`src/rtl/core/msc_pkg.sv`:
```
// Shared types and constants for the MIPS subset core.
// Used by every module under rtl/core except msc_ram; depends on nothing else.
`timescale 1ns / 1ps
`default_nettype none
package msc_pkg;

   localparam int DMEM_WORDS = 1024;
   localparam int DMEM_AW    = $clog2(DMEM_WORDS);
   localparam logic [31:0] DMEM_BYTES      = 32'(DMEM_WORDS * 4);
   localparam logic [31:0] GP_RESET        = 32'h1000_8000;
   localparam logic [31:0] DATA_BASE_RESET = 32'h1000_0000;
   localparam logic [31:0] START_PC_RESET  = 32'h0000_0000;

   localparam int QDEPTH = 2;
   localparam int QAW    = 1;

   localparam logic CSR_START_PC  = 1'b0;
   localparam logic CSR_DATA_BASE = 1'b1;

   localparam logic [1:0] PK_NONE    = 2'd0;
   localparam logic [1:0] PK_NEWLINE = 2'd1;
   localparam logic [1:0] PK_INT     = 2'd2;
   localparam logic [1:0] PK_PROMPT  = 2'd3;

   localparam logic [5:0] OPC_SPECIAL = 6'h00;
   localparam logic [5:0] OPC_J       = 6'h02;
   localparam logic [5:0] OPC_JAL     = 6'h03;
   localparam logic [5:0] OPC_BEQ     = 6'h04;
   localparam logic [5:0] OPC_BNE     = 6'h05;
   localparam logic [5:0] OPC_ADDI    = 6'h08;
   localparam logic [5:0] OPC_ADDIU   = 6'h09;
   localparam logic [5:0] OPC_ANDI    = 6'h0c;
   localparam logic [5:0] OPC_LUI     = 6'h0f;
   localparam logic [5:0] OPC_TRAP    = 6'h1a;
   localparam logic [5:0] OPC_LW      = 6'h23;
   localparam logic [5:0] OPC_SW      = 6'h2b;

   localparam logic [5:0] FN_SLL  = 6'h00;
   localparam logic [5:0] FN_SRA  = 6'h03;
   localparam logic [5:0] FN_JR   = 6'h08;
   localparam logic [5:0] FN_MFHI = 6'h10;
   localparam logic [5:0] FN_MFLO = 6'h12;
   localparam logic [5:0] FN_MULT = 6'h18;
   localparam logic [5:0] FN_DIV  = 6'h1a;
   localparam logic [5:0] FN_ADDU = 6'h21;
   localparam logic [5:0] FN_SUBU = 6'h23;
   localparam logic [5:0] FN_SLT  = 6'h2a;

   localparam logic [3:0] TRAP_NEWLINE = 4'h0;
   localparam logic [3:0] TRAP_PRINT   = 4'h1;
   localparam logic [3:0] TRAP_READ    = 4'h5;
   localparam logic [3:0] TRAP_EXIT    = 4'ha;

   typedef enum logic [4:0] {
      OP_SLL, OP_SRA, OP_JR, OP_MFHI, OP_MFLO, OP_MULT, OP_DIV, OP_ADDU,
      OP_SUBU, OP_SLT, OP_J, OP_JAL, OP_BEQ, OP_BNE, OP_ADDI, OP_ANDI,
      OP_LUI, OP_LW, OP_SW, OP_TNL, OP_TPRINT, OP_TREAD, OP_TEXIT,
      OP_TBAD, OP_BAD
   } op_type;

   typedef enum logic [2:0] {
      ST_CLEAR, ST_IDLE, ST_READ, ST_MEM, ST_MUL, ST_DIV
   } state_type;

   typedef struct packed {
      op_type      op;
      logic [4:0]  rs;
      logic [4:0]  rt;
      logic [4:0]  rd;
      logic [4:0]  sh;
      logic [15:0] imm;
      logic [25:0] target;
      logic [31:0] console;
   } item_type;

   typedef struct packed {
      logic     valid;
      item_type item;
   } qhead_type;

   typedef struct packed {
      logic pop;
      logic ready;
   } back_ctl_type;

   typedef struct packed {
      logic [31:0] next_pc;
      logic [1:0]  kind;
      logic [31:0] pval;
      logic        halted;
      logic        unimp;
   } result_type;

endpackage
`default_nettype wire

```
`src/rtl/core/msc_front.sv`:
```
// Front end: accepts requests, decodes them and holds them in a short queue.
// Depends on msc_pkg.
`timescale 1ns / 1ps
`default_nettype none
module msc_front (
   input  wire logic                  clock,
   input  wire logic                  reset,
   input  wire logic                  req_tvalid,
   output logic                       req_tready,
   input  wire logic [63:0]           req_tdata,
   output msc_pkg::qhead_type         head,
   input  wire msc_pkg::back_ctl_type ctl
);
   import msc_pkg::*;

   item_type       q_ff [QDEPTH];
   logic [QAW-1:0] wr_ptr_ff, wr_ptr_in;
   logic [QAW-1:0] rd_ptr_ff, rd_ptr_in;
   logic [QAW:0]   count_ff, count_in;
   item_type       dec;
   logic           push;
   logic [31:0]    ins;

   assign ins = req_tdata[31:0];

   always_comb begin
      dec.rs      = ins[25:21];
      dec.rt      = ins[20:16];
      dec.rd      = ins[15:11];
      dec.sh      = ins[10:6];
      dec.imm     = ins[15:0];
      dec.target  = ins[25:0];
      dec.console = req_tdata[63:32];
      unique case (ins[31:26])
         OPC_SPECIAL: begin
            unique case (ins[5:0])
               FN_SLL:  dec.op = OP_SLL;
               FN_SRA:  dec.op = OP_SRA;
               FN_JR:   dec.op = OP_JR;
               FN_MFHI: dec.op = OP_MFHI;
               FN_MFLO: dec.op = OP_MFLO;
               FN_MULT: dec.op = OP_MULT;
               FN_DIV:  dec.op = OP_DIV;
               FN_ADDU: dec.op = OP_ADDU;
               FN_SUBU: dec.op = OP_SUBU;
               FN_SLT:  dec.op = OP_SLT;
               default: dec.op = OP_BAD;
            endcase
         end
         OPC_J:     dec.op = OP_J;
         OPC_JAL:   dec.op = OP_JAL;
         OPC_BEQ:   dec.op = OP_BEQ;
         OPC_BNE:   dec.op = OP_BNE;
         OPC_ADDI:  dec.op = OP_ADDI;
         OPC_ADDIU: dec.op = OP_ADDI;
         OPC_ANDI:  dec.op = OP_ANDI;
         OPC_LUI:   dec.op = OP_LUI;
         OPC_LW:    dec.op = OP_LW;
         OPC_SW:    dec.op = OP_SW;
         OPC_TRAP: begin
            unique case (ins[3:0])
               TRAP_NEWLINE: dec.op = OP_TNL;
               TRAP_PRINT:   dec.op = OP_TPRINT;
               TRAP_READ:    dec.op = OP_TREAD;
               TRAP_EXIT:    dec.op = OP_TEXIT;
               default:      dec.op = OP_TBAD;
            endcase
         end
         default: dec.op = OP_BAD;
      endcase
   end

   assign req_tready = (count_ff != (QAW+1)'(QDEPTH)) && ctl.ready;
   assign push       = req_tvalid && req_tready;
   assign head.valid = (count_ff != '0);
   assign head.item  = q_ff[rd_ptr_ff];

   always_comb begin
      wr_ptr_in = push    ? wr_ptr_ff + 1'b1 : wr_ptr_ff;
      rd_ptr_in = ctl.pop ? rd_ptr_ff + 1'b1 : rd_ptr_ff;
      count_in  = count_ff;
      if (push && !ctl.pop) begin
         count_in = count_ff + 1'b1;
      end else if (!push && ctl.pop) begin
         count_in = count_ff - 1'b1;
      end
   end

   always_ff @(posedge clock) begin
      if (reset) begin
         wr_ptr_ff <= '0;
         rd_ptr_ff <= '0;
         count_ff  <= '0;
      end else begin
         wr_ptr_ff <= wr_ptr_in;
         rd_ptr_ff <= rd_ptr_in;
         count_ff  <= count_in;
      end
   end

   always_ff @(posedge clock) begin
      if (push) begin
         q_ff[wr_ptr_ff] <= dec;
      end
   end
endmodule
`default_nettype wire

```
`config.mk`:
```
export PLATFORM = sky130hd
export DESIGN_NAME = msc_front
export DESIGN_NICKNAME = d
export VERILOG_FILES = /design/src/rtl/core/msc_pkg.sv /design/src/rtl/core/msc_front.sv
export SDC_FILE = /design/constraint.sdc
export NUM_CORES = 1
export LEC_CHECK = 0
export BUFFER_PORTS_ARGS = -buffer_cell sky130_fd_sc_hd__buf_2
export CAP_MARGIN = 10
export CORE_UTILIZATION = 45
export CTS_CLUSTER_DIAMETER = 150
export DETAILED_ROUTE_END_ITERATION = 6
export GPL_TIMING_DRIVEN = 0
export PLACE_DENSITY = 0.71
export SYNTH_ARGS = -nofsm -noshare
export SYNTH_HDL_FRONTEND = slang
export SYNTH_SLANG_ARGS = --single-unit
```
`constraint.sdc`:
```
create_clock -name clock -period 8.31 [get_ports clock]
set_input_delay 1.2465 -clock clock [delete_from_list [all_inputs] [get_ports clock]]
set_output_delay 1.2465 -clock clock [all_outputs]
set_load 0.01 [all_outputs]
```
# After elaboration in Yosys (flattened, before gate mapping)
# Memory sizes are Yosys's and may differ from the RTL's. A register that Yosys moved wholly into a read port is not among the register bits.
# Index checks and enable logic that the tools add are counted.
[totals]
regBits = 4
ram_bits = 198
inputBits = 69
output_inout_bits = 101
n_memories = 1
[mem_list]
columns = ["memory", "depth", "word_bits", "rd", "rd_clocked_by_memory_dff", "write_ports", "line_no", "rtl"]
rows = [
  ["q_ff", 2, 99, 1, 1, 1, "msc_front.sv:16", "item_type q_ff [QDEPTH];"],
]
[op_classes]
addsub = 4
n_eq_ne = 24
mux = 9
n_reduce_logical = 12
[op_table]
columns = ["op", "n"]
rows = [
  ["5-bit case mux with 11 select lines", 1],
  ["5-bit case mux with 10 select lines", 1],
  ["6-bit by 4-bit equality test with 1-bit output, second input constant", 5],
  ["6-bit by 5-bit equality test with 1-bit output, second input constant", 5],
  ["6-bit equality test, second input constant", 5],
  ["6-bit by 2-bit equality test with 1-bit output, second input constant", 3],
  ["6-bit by 3-bit equality test with 1-bit output, second input constant", 2],
  ["6-bit logical NOT", 2],
  ["3-bit case mux with 4 select lines", 1],
  ["4-bit by 1-bit equality test with 1-bit output, second input constant", 1],
  ["4-bit by 3-bit equality test with 1-bit output, second input constant", 1],
  ["4-bit equality test, second input constant", 1],
  ["1-bit logical AND", 4],
  ["4-bit logical NOT", 1],
  ["1-bit 2-to-1 mux", 4],
  ["2-bit 2-to-1 mux", 2],
  ["2-bit nonzero test", 2],
  ["1-bit adder, second input constant", 2],
  ["2-bit by 1-bit adder with 2-bit output, second input constant", 1],
  ["1-bit logical NOT", 2],
  ["2-bit != test, second input constant", 1],
  ["2-bit OR reduction", 1],
  ["2-bit by 1-bit subtractor with 2-bit output, second input constant", 1],
]

# Longest topological paths before layout
[logic_depth]
word_depth = 7
ltp_mapped = 7
ltp_nobuf = 7

# Worst setup path after synthesis
# Ideal clock, no wire load.
[synth_timing]
path_kind = "input -> register"
startpoint = "in ctl[0] (netlist name)"
endpoint = "mem q_ff[0][0] (netlist name) (enable)"
t_arrival_ns = 4.064
required_time_ns = 7.825
setup_slack_ns = 3.762
cell_stages = 2
path_cell_list = "o211ai_1 nor2_1"
[synth_via]
elab_chain_len = 4
[synth_rtl]
columns = ["item", "line_no", "rtl"]
rows = [
  ["start, declared", "msc_front.sv:12", "input wire msc_pkg::back_ctl_type ctl"],
  ["1-bit logical AND", "msc_front.sv:73", "assign req_tready = (count_ff != (QAW+1)'(QDEPTH)) && ctl.ready;"],
  ["1-bit logical AND", "msc_front.sv:74", "assign push = req_tvalid && req_tready;"],
  ["1-bit 2-to-1 mux", "msc_front.sv:102", "if (push) begin"],
  ["1-bit 2-to-1 mux (implied by the code)", "msc_front.sv:103", "q_ff[wr_ptr_ff] <= dec;"],
  ["end, declared", "msc_front.sv:16", ""],
]
# No other way between the ends.

==> results.json <==
{
  "cts_resized": 0,
  "layout_setup_ws_ns": 4.89,
  "syn-num-nets": 403,
  "synth_area_um2": 5490,
  "rrSetupSlack_ns": 6.39,
  "worstSkewPairLatency_ns": 0.40,
  "first_pass_iters": 6,
  "grt_pass1_wl_um": 16500,
  "die_w_um": 112,
  "cts_tree": "done",
  "cp-start-kind": "flop",
  "rows": 39,
  "setup_tns_ns": 0,
  "wl_per_cell_um": 15.3,
  "finalCritPeriodShare_pct": 41.2,
  "syn_area_per_cell_um2": 16.5,
  "r2r_start": "count_ff[1]",
  "rr_endpoint": "count_ff[1]",
  "synth_fa_ha_area_share_pct": 0.228,
  "power.density_nw_per_um2": 238,
  "rsz0062_at_grt": "false",
  "fin_crit_ns": 3.42,
  "ctsLongestPathBuffers": 2,
  "syn_inst": 333,
  "routed_wl_um": 10400,
  "min_path_cells": 2,
  "syn2layout_area_growth_pct": 30.5,
  "drt_iter0_markers": 92,
  "synthXorXnorAreaFrac_pct": 1.28,
  "ys_seq_elements": 131,
  "clockRootBuffer": "clkbuf_16",
  "whs_endpoint": "count_ff[1]",
  "fmax_ghz": 0.292,
  "synth_top_family_by_area": "multiplexers",
  "yosysUniqueCellTypes": 49,
  "postLayoutCoreUtil_pct": 61.4,
  "worstMarginPinSlew_ns": 0.614,
  "synth_compound_area_share_pct": 3.28,
  "clkTransAtPathRegs_ns": 0.05,
  "start_util_pct": 47.1,
  "seq_area_frac_synth_pct": 70.7,
  "grt.total_usage_pct": 17.5,
  "finalNetCount": 594,
  "ctsHoldBuffers": 0,
  "hold_viol": 0,
  "crit_type": "reg -> out",
  "required_ns": 7.06,
  "cts_setup_buffers": 0,
  "vias": 3350,
  "globalRoute.totalOverflow": 0,
  "final_cell_mix": "buf_2, edfxtp_1, mux2_2",
  "post-route-drc-count": 1,
  "violations": "design-rule violations",
  "status": "complete, but fails checks",
  "critPathCaptureType": "output pin",
  "cts-buffers-inserted": 17,
  "vias_per_cell": 4.93,
  "mostFrequentLayoutCell": "buf_2",
  "cap_violations": 0,
  "p_leak_uw": 0.00284,
  "setup_viol": 0,
  "fin_worst_skew_ns": 0.00607,
  "synth-simple-area-share_pct": 4.49,
  "async_flop_share_pct": 0,
  "diodes": 0,
  "yosys_warnings": 0,
  "h-tree-depth": 4,
  "io_buffers": 168,
  "core-area_um2": 11700,
  "arrival_ns": 2.17,
  "slew_headroom_pct": 58.9,
  "total_power_uw": 1700,
  "die_area_um2": 12600,
  "antenna_found_initial": 1,
  "reg2regPathDepth": 6,
  "min_path_type": "reg -> reg",
  "synthMuxAreaShare_pct": 13.1,
  "vdd_drop_max_uv": 119,
  "drive_above_1_share_pct": 57.9,
  "synth-edff-count": 126,
  "antenna_left": 0,
  "hp-start": "count_ff[1]",
  "slew_viol_final": 0,
  "globalplace.congestion": 0.866,
  "ys.flop_type": "edfxtp_1",
  "cp_max_fo": 10,
  "io_pins": 170,
  "hold_ws_ns": 0.503,
  "clock-sinks": 131,
  "die_h_um": 112,
  "dp_slack_ns": 5.24,
  "grt_max_degree": 33,
  "dp_hpwl_um": 7280,
  "first_global_vias": 3278
}
## report_power, final
group / switching (uW) / total, uW / leakage (uW) / internal [uW]
clock network: 241 / 697 / 0.000270 / 456
logic: 119 / 235 / 0.00138 / 116
registers: 8.16 / 770 / 0.00119 / 762
total: 368 / 1700 / 0.00284 / 1330
## Yosys cell counts, types with 2 or more instances
library cell | instances | area [um2]
edfxtp_1 | 126 | 3780
mux2_2 | 63 | 709
buf_4 | 39 | 293
nor2_1 | 14 | 52.6
inv_1 | 8 | 30.0
nand2_1 | 8 | 30.0
buf_2 | 7 | 35.0
nor3_1 | 6 | 30.0
xnor2_1 | 6 | 52.6
dfxtp_1 | 5 | 100
a21oi_1 | 4 | 20.0
o21ai_0 | 4 | 20.0
a22o_1 | 2 | 17.5
and2b_1 | 2 | 15.0
clkbuf_1 | 2 | 7.51
nand3_1 | 2 | 10.0
nor4_1 | 2 | 12.5
xor2_1 | 2 | 17.5
## worst max path at each step
stage | to | cells past startpoint | startpoint
final | head[72] | 5 | flop
after global routing | head[72] | 5 | flop
after CTS | head[72] | 5 | flop
after floorplan | q_ff[0][0] | 2 | ctl[0]
after global placement | q_ff[1][3] | 3 | ctl[0]
after detailed placement | head[72] | 5 | flop
## area by class of cell
| type | count | area [um2] |
|---|---|---|
| timing repair buffer | 172 | 921 |
| clock inverter | 5 | 77.6 |
| inverter | 8 | 30.0 |
| clock buffer | 27 | 483 |
| sequential | 131 | 3880 |
| tap | 143 | 179 |
| multi-input combinational | 144 | 1240 |
| fill | 910 | 4500 |
| buffer | 50 | 348 |
## worst max-delay path, cell delays in order (launching register included)
cell and delay, ns:
dfxtp_1 0.30, clkbuf_1 0.43, buf_2 0.36, mux2_2 0.41, buf_4 0.14, buf_2 0.13
## through the flow
stage,area (um2),cells
2_1_floorplan,5490,333
3_3_place_gp,6510,644
3_5_place_dp,6610,648
4_1_cts,7170,680
5_1_grt,7170,680
6_report,7170,680
## registers in the layout, summed over array words and instances (netlist names), named ones only
register	count
q_ff	126
rd_ptr_ff	1
wr_ptr_ff	1
count_ff	2
## layer usage
metal / routed length, um / global-route usage (%) / part of all wire [%] / vias to the layer above
li1: - / - / - / 1601
met1: 4540 / 21.3 / 43 / 1599
met2: 5060 / 27.8 / 48 / 131
met3: 628 / 6.05 / 6.0 / 17
met4: 199 / 8.44 / 1.9 / 2
met5: 8 / 0 / 0.077 / -
## logic make-up (layout without fill, tap and decap cells)
group / Yosys count / count (layout)
AND/OR/NAND/NOR: 46 / 46
flip-flops: 131 / 131
adder cells (fa/ha/maj): 1 / 1
buffers and inverters: 58 / 262
XOR/XNOR: 8 / 8
AO/OA/AOI/OAI: 25 / 25
multiplexers: 64 / 64
No activity file was read; power rests on OpenSTA's default activity.
